## src/rtl/lsdc_pkg.sv

```systemverilog
// shared types, constants and tables for the linear sieve divisor count engine
package lsdc_pkg;

    localparam int TABLE_SIZE  = 65536;
    localparam int PRIME_SLOTS = 8192;

    localparam int TABLE_AW = $clog2(TABLE_SIZE);
    localparam int TABLE_MAX = TABLE_SIZE - 1;
    localparam int PL_AW    = $clog2(PRIME_SLOTS);
    localparam int CNT_W    = PL_AW + 1;
    localparam int LP_W     = CNT_W;

    localparam int VAL_W  = 16;
    localparam int ITER_W = VAL_W + 1;
    localparam int DC_W   = 8;
    localparam int EXP_W  = 4;
    localparam int PT_W   = 14;
    localparam int ST_W   = 2;

    localparam int MUL_W       = 17;
    localparam int PROD_W      = 2 * MUL_W;
    localparam int RECIP_SHIFT = 16;

    localparam logic [DC_W-1:0]  DC_MAX  = 8'd255;
    localparam logic [EXP_W-1:0] EXP_MAX = 4'd15;
    localparam logic [PT_W-1:0]  PT_MAX  = 14'd16383;

    localparam logic [DC_W-1:0]  DC_ONE    = 8'd1;
    localparam logic [DC_W-1:0]  DC_PRIME  = 8'd2;
    localparam logic [EXP_W-1:0] EXP_PRIME = 4'd1;

    localparam logic FUNC_BUILD = 1'b0;
    localparam logic FUNC_QUERY = 1'b1;

    localparam logic [ST_W-1:0] ST_OK      = 2'd0;
    localparam logic [ST_W-1:0] ST_UNBUILT = 2'd1;
    localparam logic [ST_W-1:0] ST_RANGE   = 2'd2;

    // ceil(2^16 / (e + 1)) for e = 0..15
    localparam logic [MUL_W-1:0] RECIP [16] = '{
        17'd65536, 17'd32768, 17'd21846, 17'd16384,
        17'd13108, 17'd10923, 17'd9363,  17'd8192,
        17'd7282,  17'd6554,  17'd5958,  17'd5462,
        17'd5042,  17'd4682,  17'd4370,  17'd4096
    };

    typedef struct packed {
        logic             func;
        logic [VAL_W-1:0] index;
    } req_t;

    typedef struct packed {
        logic [DC_W-1:0] divisor_count;
        logic            is_prime;
        logic [PT_W-1:0] prime_total;
        logic [ST_W-1:0] status;
    } rsp_t;

    typedef struct packed {
        logic             mark;
        logic [DC_W-1:0]  dc;
        logic [EXP_W-1:0] ex;
        logic [LP_W-1:0]  lp;
    } entry_t;

    localparam int ENTRY_W = $bits(entry_t);

endpackage

```

## src/rtl/lsdc_mult.sv

```systemverilog
// shared multiplier with registered product
module lsdc_mult (
    input  logic                         clk,
    input  logic [lsdc_pkg::MUL_W-1:0]   a,
    input  logic [lsdc_pkg::MUL_W-1:0]   b,
    output logic [lsdc_pkg::PROD_W-1:0]  prod
);

    import lsdc_pkg::*;

    logic [PROD_W-1:0] prod_reg;

    always_ff @(posedge clk)
    begin
        prod_reg <= PROD_W'(a) * PROD_W'(b);
    end

    assign prod = prod_reg;

endmodule

```

## config.mk

```make
export PLATFORM = sky130hd
export DESIGN_NAME = lsdc_mult
export DESIGN_NICKNAME = d
export VERILOG_FILES = /design/src/rtl/lsdc_pkg.sv /design/src/rtl/lsdc_mult.sv
export SDC_FILE = /design/constraint.sdc
export NUM_CORES = 1
export LEC_CHECK = 0
export BUFFER_PORTS_ARGS = -buffer_cell sky130_fd_sc_hd__buf_2
export CAP_MARGIN = 25
export CORE_ASPECT_RATIO = 1.25
export CORE_MARGIN = 2
export CORE_UTILIZATION = 50
export DETAILED_ROUTE_END_ITERATION = 8
export PLACE_DENSITY_LB_ADDON = 0.15
export SLEW_MARGIN = 20
export SYNTH_ARGS = -nofsm -noshare
export SYNTH_HDL_FRONTEND = slang
export SYNTH_SLANG_ARGS = --single-unit
```

## constraint.sdc

```tcl
create_clock -name clk -period 6.1 [get_ports clk]
set_clock_uncertainty 0.05 [all_clocks]
set_input_delay 1.22 -clock clk [delete_from_list [all_inputs] [get_ports clk]]
set_output_delay 1.22 -clock clk [all_outputs]
set_load 0.1 [all_outputs]
```

==> flow_metrics.tcl <==
set metrics [dict create \
    slowest_delay_ns 0.55 \
    ys_ff_latch 34 \
    crit_family "adder cells" \
    insertedDiodeCount 0 \
    layout-drive-gt1-share 0.2403 \
    status "finished, final reports clean" \
    end_kind "flop" \
    grt_pass1_vias 8924 \
    crit_arrival_ns 6.23 \
    antenna_found_initial 0 \
    path_cells "buf_12 -> buf_12 -> and2_4 -> fa_1 -> inv_1 -> fa_2 -> fa_1 -> fa_1 -> inv_1 -> fa_1 -> inv_1 -> fa_1 -> inv_2 -> ha_4 -> nand4_1 -> a21oi_2 -> a221oi_4 -> o31a_1 -> o41ai_2 -> xor2_1" \
    postSynthAreaPerCell_sq_um 8.784 \
    routabilityCongestion 0.8825 \
    area_growth_pct 26.22 \
    grt_first_pass_wirelength_mm 42.41 \
    synthArstFlopShare 0 \
    syn_inst 1182 \
    row_count 58 \
    post_synth_num_cell_types 47 \
    yosysWarnings 0 \
    drtIter0Drc 402 \
    synth_area_sq_um 10380 \
    dieArea_sq_um 21940 \
    drtAntennaViolNets 0 \
    layout.nets 1735 \
    cp_max_fo 7 \
    cp-start-kind "input pin" \
    rsz0062_at_grt "yes" \
    synth-edff-count 0 \
    tritoncts "done" \
    largest_reg_flops 34 \
    max-cap-violations 0 \
    timing.fmax_ghz 0.1652 \
    final_util 0.6473 \
    dr.pass1.iters 5 \
    slew_viol_final 0 \
    ioPinCount 69 \
    hold_viol_final 0 \
    drc_errors 0 \
    critPathRequiredTime_ns 6.27 \
    clockBufferDepth 2 \
    cp_num_buf_inv 6 \
    crit_path_top_delay_cell "fa_1" \
    start_util 0.5128 \
    setup_violations 0 \
    grt_usage 0.2477 \
    dpl.hpwl_mm 22.09 \
    ys.flop_type "dfxtp_1" \
    cts.sinks 34 \
    ys_seq_area_frac 0.06556 \
    num_vias 8369 \
    fillCellCount 1714 \
    grt_start_max_net_pins 17 \
    routed_wl_mm 26.21 \
    die_h_um 165.1 \
    coreArea_sq_um 20250 \
    port_buffers 68 \
    path_class "in2reg" \
    cts_buffers 5 \
    wire_per_inst_um 15.99 \
    gr-total-overflow 0 \
    via_per_inst 5.106 \
    worst-slew-pin-transition_ns 0.5048 \
    dieWidth_um 132.9 \
    maxSlewHeadroom 0.6658 \
    crit_top_cell "fa_1" \
    syn_nets 1549 \
    htreeDepth 2 \
    path_clk_slew_ns 0.06 \
    min_path_type "in2reg" \
    post-route-min-period_ns 6.053 \
    fin_crit_sh 0.9924 \
    clockRootBuffer "clkbuf_16" \
    tns_ns 0 \
]
stage by stage:
stage	std cells	setup slack (ns)	instance area, sq um	hold WS, ns
floorplan	1182	-0.005546	10570	1.297
global placement	1609	-0.5274	12020	1.711
detailed placement	1609	-0.5416	12020	1.713
CTS	1631	-0.05092	12650	1.402
global route	1639	-0.1003	13110	1.422
finish	1639	0.04656	13110	1.409
worst paths after layout:
kind | from | end | slack (ns) | cells past startpoint
max | a[5] | prod[31]$_DFF_P_ | 0.05 | 20
min | a[0] | prod[0]$_DFF_P_ | 1.41 | 3
placed cells by master, fill, tap and decap left out, types with 9 or more instances in the layout:
cell type	Yosys	routed
inv_1	289	276
fa_1	224	214
nand2_1	193	186
buf_4	0	137
and2_1	128	110
ha_1	108	93
buf_2	0	40
dfxtp_1	34	34
buf_6	0	30
a21oi_1	29	20
and2_4	0	17
xnor2_1	18	17
ha_4	0	14
inv_2	0	13
nor2_1	13	11
buf_12	0	11
fa_2	0	10
nand3_1	10	9
xor2_1	9	9
cell usage after synthesis (2+ instances only):
cell type    n  area [sq um]
nand4_1      8         50.05
fa_1       224          4484
a21o_1       6         45.04
ha_1       108          1351
a31oi_1      3         18.77
a2111oi_0    2         17.52
o2111a_1     2         22.52
nor2b_1      2         12.51
o21bai_1     3         22.52
dfxtp_1     34         680.7
o211ai_1     4         30.03
and3_1       3         18.77
nand2_1    193         724.4
xor2_1       9         78.83
clkbuf_1    42         157.7
and2_1     128         800.8
nor3b_1      3         22.52
o21a_1       5         37.54
inv_1      289          1085
nand3_1     10         50.05
nor3_1       4         20.02
o21ai_0     12         60.06
a211oi_1     3         22.52
nor2_1      13         48.80
or3_1        2         12.51
o21ai_1      3         15.01
a21oi_1     29         145.1
o2111ai_1    2         17.52
xnor2_1     18         157.7
logic make-up (layout without fill, tap and decap cells):
logic type	after synthesis	in the layout	synth area share
simple gates	370	370	0.1721
fa+ha+maj	332	332	0.5621
buf+inv	331	518	0.1197
compound gates	87	87	0.05676
flops	34	34	0.06556
xor+xnor	27	27	0.02278
mux	1	1	0.001085
per-layer routing:
layer | GRT usage | vias to the layer above | part of all wire | routed length, um
li1 | - | 3882 | - | -
met1 | 0.2641 | 4235 | 0.35 | 9195
met2 | 0.4887 | 175 | 0.57 | 15060
met3 | 0.02320 | 77 | 0.027 | 699
met4 | 0.1188 | 0 | 0.048 | 1253
met5 | 0 | - | 0 | 0
area by class of cell:
class	instances	area (sq um)	area share
clock buffers	5	125.1	0.009547
clock inverters	3	68.82	0.005251
inverters	289	1085	0.08278
multi-input cells	817	8966	0.6842
flip-flops and latches	34	680.7	0.05194
well taps	270	337.8	0.02578
repair buffers	221	1842	0.1405
timing repair:
action,CTS,global route
endpoints found under the setup margin,13,20
pin swaps,38,41
hold buffers,0,0
resized for setup,84,98
setup buffers,14,7
cloned,0,1
Power is not shown: default switching activity piles up to over one toggle a cycle in this logic, so the estimate is an artifact.
