## src/rtl/lsdc_ram.sv

```systemverilog
// generic single write port, single read port ram with registered read data
module lsdc_ram #(
    parameter int WIDTH = 8,
    parameter int DEPTH = 16
) (
    input  logic                     clk,
    input  logic                     we,
    input  logic [$clog2(DEPTH)-1:0] waddr,
    input  logic [WIDTH-1:0]         wdata,
    input  logic [$clog2(DEPTH)-1:0] raddr,
    output logic [WIDTH-1:0]         rdata
);

    logic [WIDTH-1:0] mem_reg [DEPTH];
    logic [WIDTH-1:0] rdata_reg;

    always_ff @(posedge clk)
    begin
        if (we)
        begin
            mem_reg[waddr] <= wdata;
        end
        rdata_reg <= mem_reg[raddr];
    end

    assign rdata = rdata_reg;

endmodule

```

## config.mk

```make
export PLATFORM = sky130hd
export DESIGN_NAME = lsdc_ram
export DESIGN_NICKNAME = d
export VERILOG_FILES = /design/src/rtl/lsdc_ram.sv
export SDC_FILE = /design/constraint.sdc
export NUM_CORES = 1
export LEC_CHECK = 0
export ABC_AREA = 0
export BUFFER_PORTS_ARGS = -buffer_cell sky130_fd_sc_hd__buf_4
export CAP_MARGIN = 30
export CORE_MARGIN = 2
export CORE_UTILIZATION = 25
export CTS_BUF_LIST = sky130_fd_sc_hd__clkbuf_2 sky130_fd_sc_hd__clkbuf_4 sky130_fd_sc_hd__clkbuf_8
export CTS_CLUSTER_DIAMETER = 200
export CTS_CLUSTER_SIZE = 8
export DETAILED_ROUTE_END_ITERATION = 7
export SLEW_MARGIN = 25
export SYNTH_ARGS = -nofsm -noshare
export SYNTH_HDL_FRONTEND = slang
export SYNTH_SLANG_ARGS = --single-unit
export TNS_END_PERCENT = 10
```

## constraint.sdc

```tcl
create_clock -name clk -period 2.7 [get_ports clk]
set_clock_uncertainty 0.2 [all_clocks]
set_input_delay 0.81 -clock clk [delete_from_list [all_inputs] [get_ports clk]]
set_output_delay 0.81 -clock clk [all_outputs]
set_load 0.1 [all_outputs]
```

==> summary.md, run 1 <==
| Metric | Value |
|---|---|
| # setup viols final | 0 |
| Final wirelength | 10,400 um |
| CTS tree | built |
| Buf+Inv Stages, Crit Path | 1 |
| Synthesized area per cell | 22.5 um2 |
| Asr flop ratio synth | 0 |
| Final instance area | 6160 um2 |
| Worst Path Required | 1.69 ns |
| Count leader, synth | edfxtp_1 |
| # IOs | 26 |
| CP Launch Type | register |
| Hold-fix buffers at CTS | 0 |
| FF-to-FF End | rdata[3] |
| PostCTS Resize Cnt | 0 |
| Share of layout cells above drive strength 1 | 0.329 |
| Post-synthesis sequential element count | 136 |
| Gpl congestion | 0.727 |
| Min Tclk post-route | 2.15 ns |
| CP max FO | 1 |
| Yosys top cell by area | edfxtp_1 |
| Postcts setup bufs | 0 |
| Post-synthesis sequential area ratio | 0.778 |
| Worst setup path startpoint | rdata[2] |
| Worst vdd ir | 0.435 mV |
| CTS sink cnt | 136 |
| Number of max-cap violations | 0 |
| 1st-iter DRT viols | 248 |
| Sequential power share | 0.557 |
| RSZ-0062 raised after global routing | no |
| Delay-heaviest family, CP | flip-flops |
| FF-to-FF path depth | 3 |
| H-tree lvl count | 4 |
| Clk Latency, worst-skew pair | 0.43 ns |
| Chip width | 147 um |
| Outcome | complete, no violations |
| Total power | 4.27 mW |
| Area growth from synthesis to layout | 19.7% |
| Leakage | 2.05 nW |
| Slew @ Worst Pin | 0.412 ns |
| Die height | 147 um |
| Clk slew on worst S/H paths | 0.07 ns |
| Sequential cell area | 4000 um2 |
| Max Freq | 466 MHz |
| Cells after Synth | 229 |
| DR pass1 iterations | 4 |
| Core Rows | 52 |
| Cell breakdown of the critical path | buf_4 |
| Setup TNS | 0 ns |
| Die area | 21,800 um2 |
| Sw frac | 0.218 |
| Min-Delay Path Depth | 1 |
| WP depth | 1 |
| Post-route ant nets | 0 |
| Vias per inst | 4.21 |
| Mapped Nets | 247 |
| Gr ovfl total | 0 |
| Final Hold Fails | 0 |
| Post-synth EDFFs | 128 |
| Starting density of the core | 0.254 |
| Dominant register cell in the synthesized netlist | edfxtp_1 |
| Max reg flops | 128 |
| Vias in the first global route | 2,569 |
| CTS Buf Count | 17 |
| Rel. slew slack | 0.726 |
| Combinational power share | 0.079 |
| FILL cells | 1,930 |
| Worst setup EP type | primary output |
| DRC | 0 |
| Ys Warns | 0 |
| Wirelength per Cell | 18.2 um |
| Part of the power in the clock network | 0.364 |
| First-pass GRT wire length | 15,700 um |
| Clk buf depth | 2 |
| Multi-input logic area | 1060 um2 |
| Layout net count | 306 |
| Synth Cell Area | 5150 um2 |
| P_sw | 0.932 mW |
| Max incr delay on CP | 0.39 ns |
| Int Pwr | 3.34 mW |
| Vias post-DR | 2,406 |
| Root buf cell | clkbuf_8 |
| Top cells by area, synth | edfxtp_1 75%, mux4_2 7.9%, mux4_1 7.1%, dfxtp_1 3.1%, a22oi_1 2.3% |
| GRT Overall Usage | 0.101 |
| Area share of the largest cell type after synthesis | 0.747 |
| Final HPWL DP | 6820 um |
| Crit Path Category | register to primary output |
| Initial antenna violation count | 0 |
| Top cells by count, synth | 128 x edfxtp_1, 18 x mux4_2, 16 x a22oi_1 |
| Last element of the critical path | rdata[2] |
| Worst EP arrival | 1.14 ns |
| Critical R2R Launch | mem_reg[1][3] |
| Post-DP Area | 5790 um2 |
| Diode count | 0 |
| Slowest CP cell | dfxtp_1 |
| Tcrit/Tclk final | 0.795 |
| Pwr dens | 693 nW/um2 |
| Input/output buffers | 25 |
| Largest net degree at the start of global routing | 21 |
| Slew Viols, Final | 0 |
| HP Class | primary input to register |
| Unique masters post-synth | 19 |
| FF-to-FF setup slack | 1.09 ns |
| Placeable Area | 20,200 um2 |
==> power groups by stage <==
stage	Combinational [mW]	Sequential, mW	Clock [mW]
global route	0.360	2.38	1.70
floorplan	0.120	2.52	0
detailed placement	0.343	2.42	0
finish	0.337	2.38	1.56
global placement	0.337	2.42	0
CTS	0.344	2.38	1.60
==> how the worst min path moves through the flow <==
stage	startpoint	end	slack (ns)
6_report	wdata[6]	mem_reg[7][6]	0.48
4_1_cts	wdata[6]	mem_reg[7][6]	0.46
5_1_grt	wdata[6]	mem_reg[7][6]	0.46
3_5_place_dp	mem_reg[4][1]	rdata[1]	0.46
3_3_place_gp	mem_reg[7][2]	rdata[2]	0.45
2_1_floorplan	mem_reg[7][0]	rdata[0]	0.43
==> cells in the final DEF, fill, tap and decap left out, types with 4 or more instances in the layout <==
cell and count:
a22oi_1 16, buf_4 49, clkbuf_4 7, clkbuf_8 20, dfxtp_1 8, edfxtp_1 128, mux4_1 14, mux4_2 18
nand2_1 9, nor2_1 13, nor3_1 4
==> metrics by stage <==
| stage | worst slack (ns) | utilization | cells | hold WS, ns |
|---|---|---|---|---|
| 3_5_place_dp | 0.160 | 0.286 | 539 | 0.462 |
| 4_1_cts | 0.523 | 0.305 | 571 | 0.459 |
| 6_report | 0.554 | 0.305 | 571 | 0.476 |
| 5_1_grt | 0.497 | 0.305 | 571 | 0.461 |
| 3_3_place_gp | 0.186 | 0.286 | 539 | 0.446 |
| 2_1_floorplan | 0.197 | - | 229 | 0.429 |
==> logic make-up (layout without fill, tap and decap cells) <==
family / Yosys count / count (layout) / share of synthesized area
buffers and inverters: 10 / 82 / 0.0168
AOI/OAI and AO/OA: 16 / 16 / 0.0233
and+or+nand+nor: 35 / 35 / 0.0318
muxes: 32 / 32 / 0.150
DFF: 136 / 136 / 0.778
==> cell type report <==
type,count,share of cell area
clock buffer,27,0.0532
tap,270,0.0548
multi-input combinational,83,0.172
clock inverter,5,0.00772
sequential,136,0.650
timing repair buffer,50,0.0629
==> per-layer routing <==
metal	global-route usage	vias up	routed length, um
met1	0.142	1214	4490
met2	0.146	92	4810
met4	0.0389	0	174
li1	-	1086	-
met3	0.0330	14	898
met5	0	-	0
No activity file was read; power rests on OpenSTA's default activity.
==> inputs of run 2 (changes only) <==
==> constraint.sdc (replaced) <==
create_clock -name clk -period 2.1 [get_ports clk]
set_clock_uncertainty 0.2 [all_clocks]
set_input_delay 0.63 -clock clk [delete_from_list [all_inputs] [get_ports clk]]
set_output_delay 0.63 -clock clk [all_outputs]
set_load 0.1 [all_outputs]
==> run 2 against run 1 <==
- critical path depth did not move
- largest cell class unchanged
- clock-buffer cell count down 3
- critical endpoint is now rdata[7]
- power is 35% higher
- critical path type unchanged
- non-clock buffer count increased by 3
==> summary.md, run 2 (same netlist as run 1, synthesis figures left out) <==
| Metric | Value |
|---|---|
| Outcome | complete, no violations |
| Vias post-DR | 2,412 (+0.25%) |
| CP max FO | 1 (unchanged) |
| Gr ovfl total | 0 (unchanged) |
| Max reg flops | 128 (unchanged) |
| FF-to-FF End | rdata[5] |
| H-tree lvl count | 4 (unchanged) |
| # IOs | 26 (unchanged) |
| Final wirelength | 10,500 um (+1.3%) |
| Sw frac | 0.217 (-0.00142) |
| Wirelength per Cell | 18.3 um (+0.81%) |
| CTS Buf Count | 17 (unchanged) |
| Clk buf depth | 2 (unchanged) |
| PostCTS Resize Cnt | 0 (unchanged) |
| DRC | 0 (unchanged) |
| Largest net degree at the start of global routing | 17 (-19%) |
| Worst Hold Path EP | mem_reg[6][1] |
| Pwr dens | 916 nW/um2 (+32%) |
| Slew Viols, Final | 0 (unchanged) |
| Clk Latency, worst-skew pair | 0.43 ns (about the same) |
| Postcts setup bufs | 0 (unchanged) |
| Max incr delay on CP | 0.39 ns (about the same) |
| Core Rows | 52 (unchanged) |
| Leakage | 2.09 nW (+2.1%) |
| HP Class | primary input to register |
| Root buf cell | clkbuf_8 |
| Die height | 147 um (unchanged) |
| Vias per inst | 4.20 (-0.27%) |
| Vias in the first global route | 2,618 (+1.9%) |
| Initial antenna violation count | 0 (unchanged) |
| HP Start | wdata[1] |
| Share of layout cells above drive strength 1 | 0.342 (+0.0132) |
| Post-route ant nets | 0 (unchanged) |
| CP Launch Type | register |
| Min-Delay Path Depth | 1 (unchanged) |
| GRT Overall Usage | 0.102 (+0.00146) |
| Diode count | 0 (unchanged) |
| Area growth from synthesis to layout | 21.9% |
| Final Hold Fails | 0 (unchanged) |
| Hold-fix buffers at CTS | 0 (unchanged) |
| Worst Path Required | 1.27 ns (-0.42 ns) |
| FF-to-FF setup slack | 0.46 ns (-0.63 ns) |
| Starting density of the core | 0.254 (unchanged) |
| Sequential power share | 0.532 (-0.025) |
| P_sw | 1.25 mW (+34%) |
| Most frequent cells in the layout | 128 x edfxtp_1, 49 x buf_4, 20 x clkbuf_8 |
| Cell breakdown of the critical path | buf_4 |
| Min Tclk post-route | 1.98 ns |
| RSZ-0062 raised after global routing | no |
| Critical R2R Launch | mem_reg[1][5] |
| Tcrit/Tclk final | 0.943 |
| Chip width | 147 um (unchanged) |
| Total power | 5.75 mW (+35%) |
| Slowest CP cell | dfxtp_1 |
| DR pass1 iterations | 4 (unchanged) |
| Final HPWL DP | 7120 um (+4.3%) |
| # setup viols final | 0 (unchanged) |
| Worst EP arrival | 1.15 ns (about the same) |
| CTS sink cnt | 136 (unchanged) |
| CTS tree | built |
| Layout net count | 309 (+0.98%) |
| Part of the power in the clock network | 0.390 (+0.026) |
| Combinational power share | 0.078 (about the same) |
| First-pass GRT wire length | 16,000 um (+1.4%) |
| FF-to-FF path depth | 3 (unchanged) |
| Delay-heaviest family, CP | flip-flops |
| 1st-iter DRT viols | 206 (-17%) |
| Number of max-cap violations | 0 (unchanged) |
| Int Pwr | 4.50 mW (+35%) |
| Rel. slew slack | 0.519 (-0.206) |
| Final instance area | 6280 um2 (+1.8%) |
| Die area | 21,800 um2 (unchanged) |
| Clk slew on worst S/H paths | 0.07 ns (about the same) |
| Worst setup EP type | primary output |
| Slew @ Worst Pin | 0.718 ns (+0.307 ns) |
| Commonest non-fill, non-tap cell in the layout | edfxtp_1 |
| Buf+Inv Stages, Crit Path | 1 (unchanged) |
| Crit Path Category | register to primary output |
| Gpl congestion | 0.739 (+1.7%) |
| Post-DP Area | 5850 um2 (+1.1%) |
| Worst vdd ir | 0.493 mV (+13%) |
| Placeable Area | 20,200 um2 (unchanged) |
| Input/output buffers | 25 (unchanged) |
| Max Freq | 505 MHz |
==> run 2: changes by cell type in the layout (fill, tap and decap cells not counted), sizes merged <==
cell,previous run,this run
buf,50,53
bufinv,1,3
clkbuf,27,24
clkinv,4,3
clkinvlp,0,2
==> run 2: through the flow <==
step / cells / util / setup TNS, ns / setup slack (ns) / hold WS (ns)
after floorplan: 229 / - / 0 / 0.00385 / 0.429
after global placement: 542 / 0.289 / -0.973 / -0.191 / 0.457
after detailed placement: 542 / 0.289 / -1.12 / -0.192 / 0.472
after CTS: 574 / 0.310 / 0 / 0.0792 / 0.279
after global routing: 574 / 0.310 / 0 / 0.0472 / 0.305
final: 574 / 0.310 / 0 / 0.120 / 0.303
==> run 2: worst max path at each step <==
stage	start	to	slack, ns	cells past startpoint
after floorplan	waddr[2]	mem_reg[3][0]	0.004	2
after global placement	raddr[0]	rdata[6]	-0.19	6
after detailed placement	raddr[0]	rdata[6]	-0.19	6
after CTS	rdata[6]	rdata[6]	0.08	1
after global routing	rdata[6]	rdata[6]	0.05	1
final	rdata[7]	rdata[7]	0.12	1
==> run 2: cell type report <==
class | instances | area, um2
clock buffer | 24 | 305
sequential | 136 | 4000
multi-input combinational | 83 | 1060
timing repair buffer | 53 | 448
fill | 1931 | 14000
clock inverter | 8 | 119
tap | 270 | 338
==> run 2: power by group through the flow <==
stage	Combinational, mW	Sequential (mW)	Clock (mW)
2_1_floorplan	0.154	3.24	0
3_3_place_gp	0.447	3.12	0
3_5_place_dp	0.457	3.12	0
4_1_cts	0.457	3.06	2.29
5_1_grt	0.480	3.06	2.42
6_report	0.451	3.06	2.24
==> run 2: routing by layer <==
metal | part of all wire | wire length [um] | up-vias | GRT usage
met2 | 0.46 | 4860 | 62 | 0.156
met3 | 0.049 | 511 | 6 | 0.0355
met1 | 0.48 | 5070 | 1247 | 0.141
met4 | 0.0066 | 69 | 0 | 0.0264
met5 | 0 | 0 | - | 0
li1 | - | - | 1097 | -
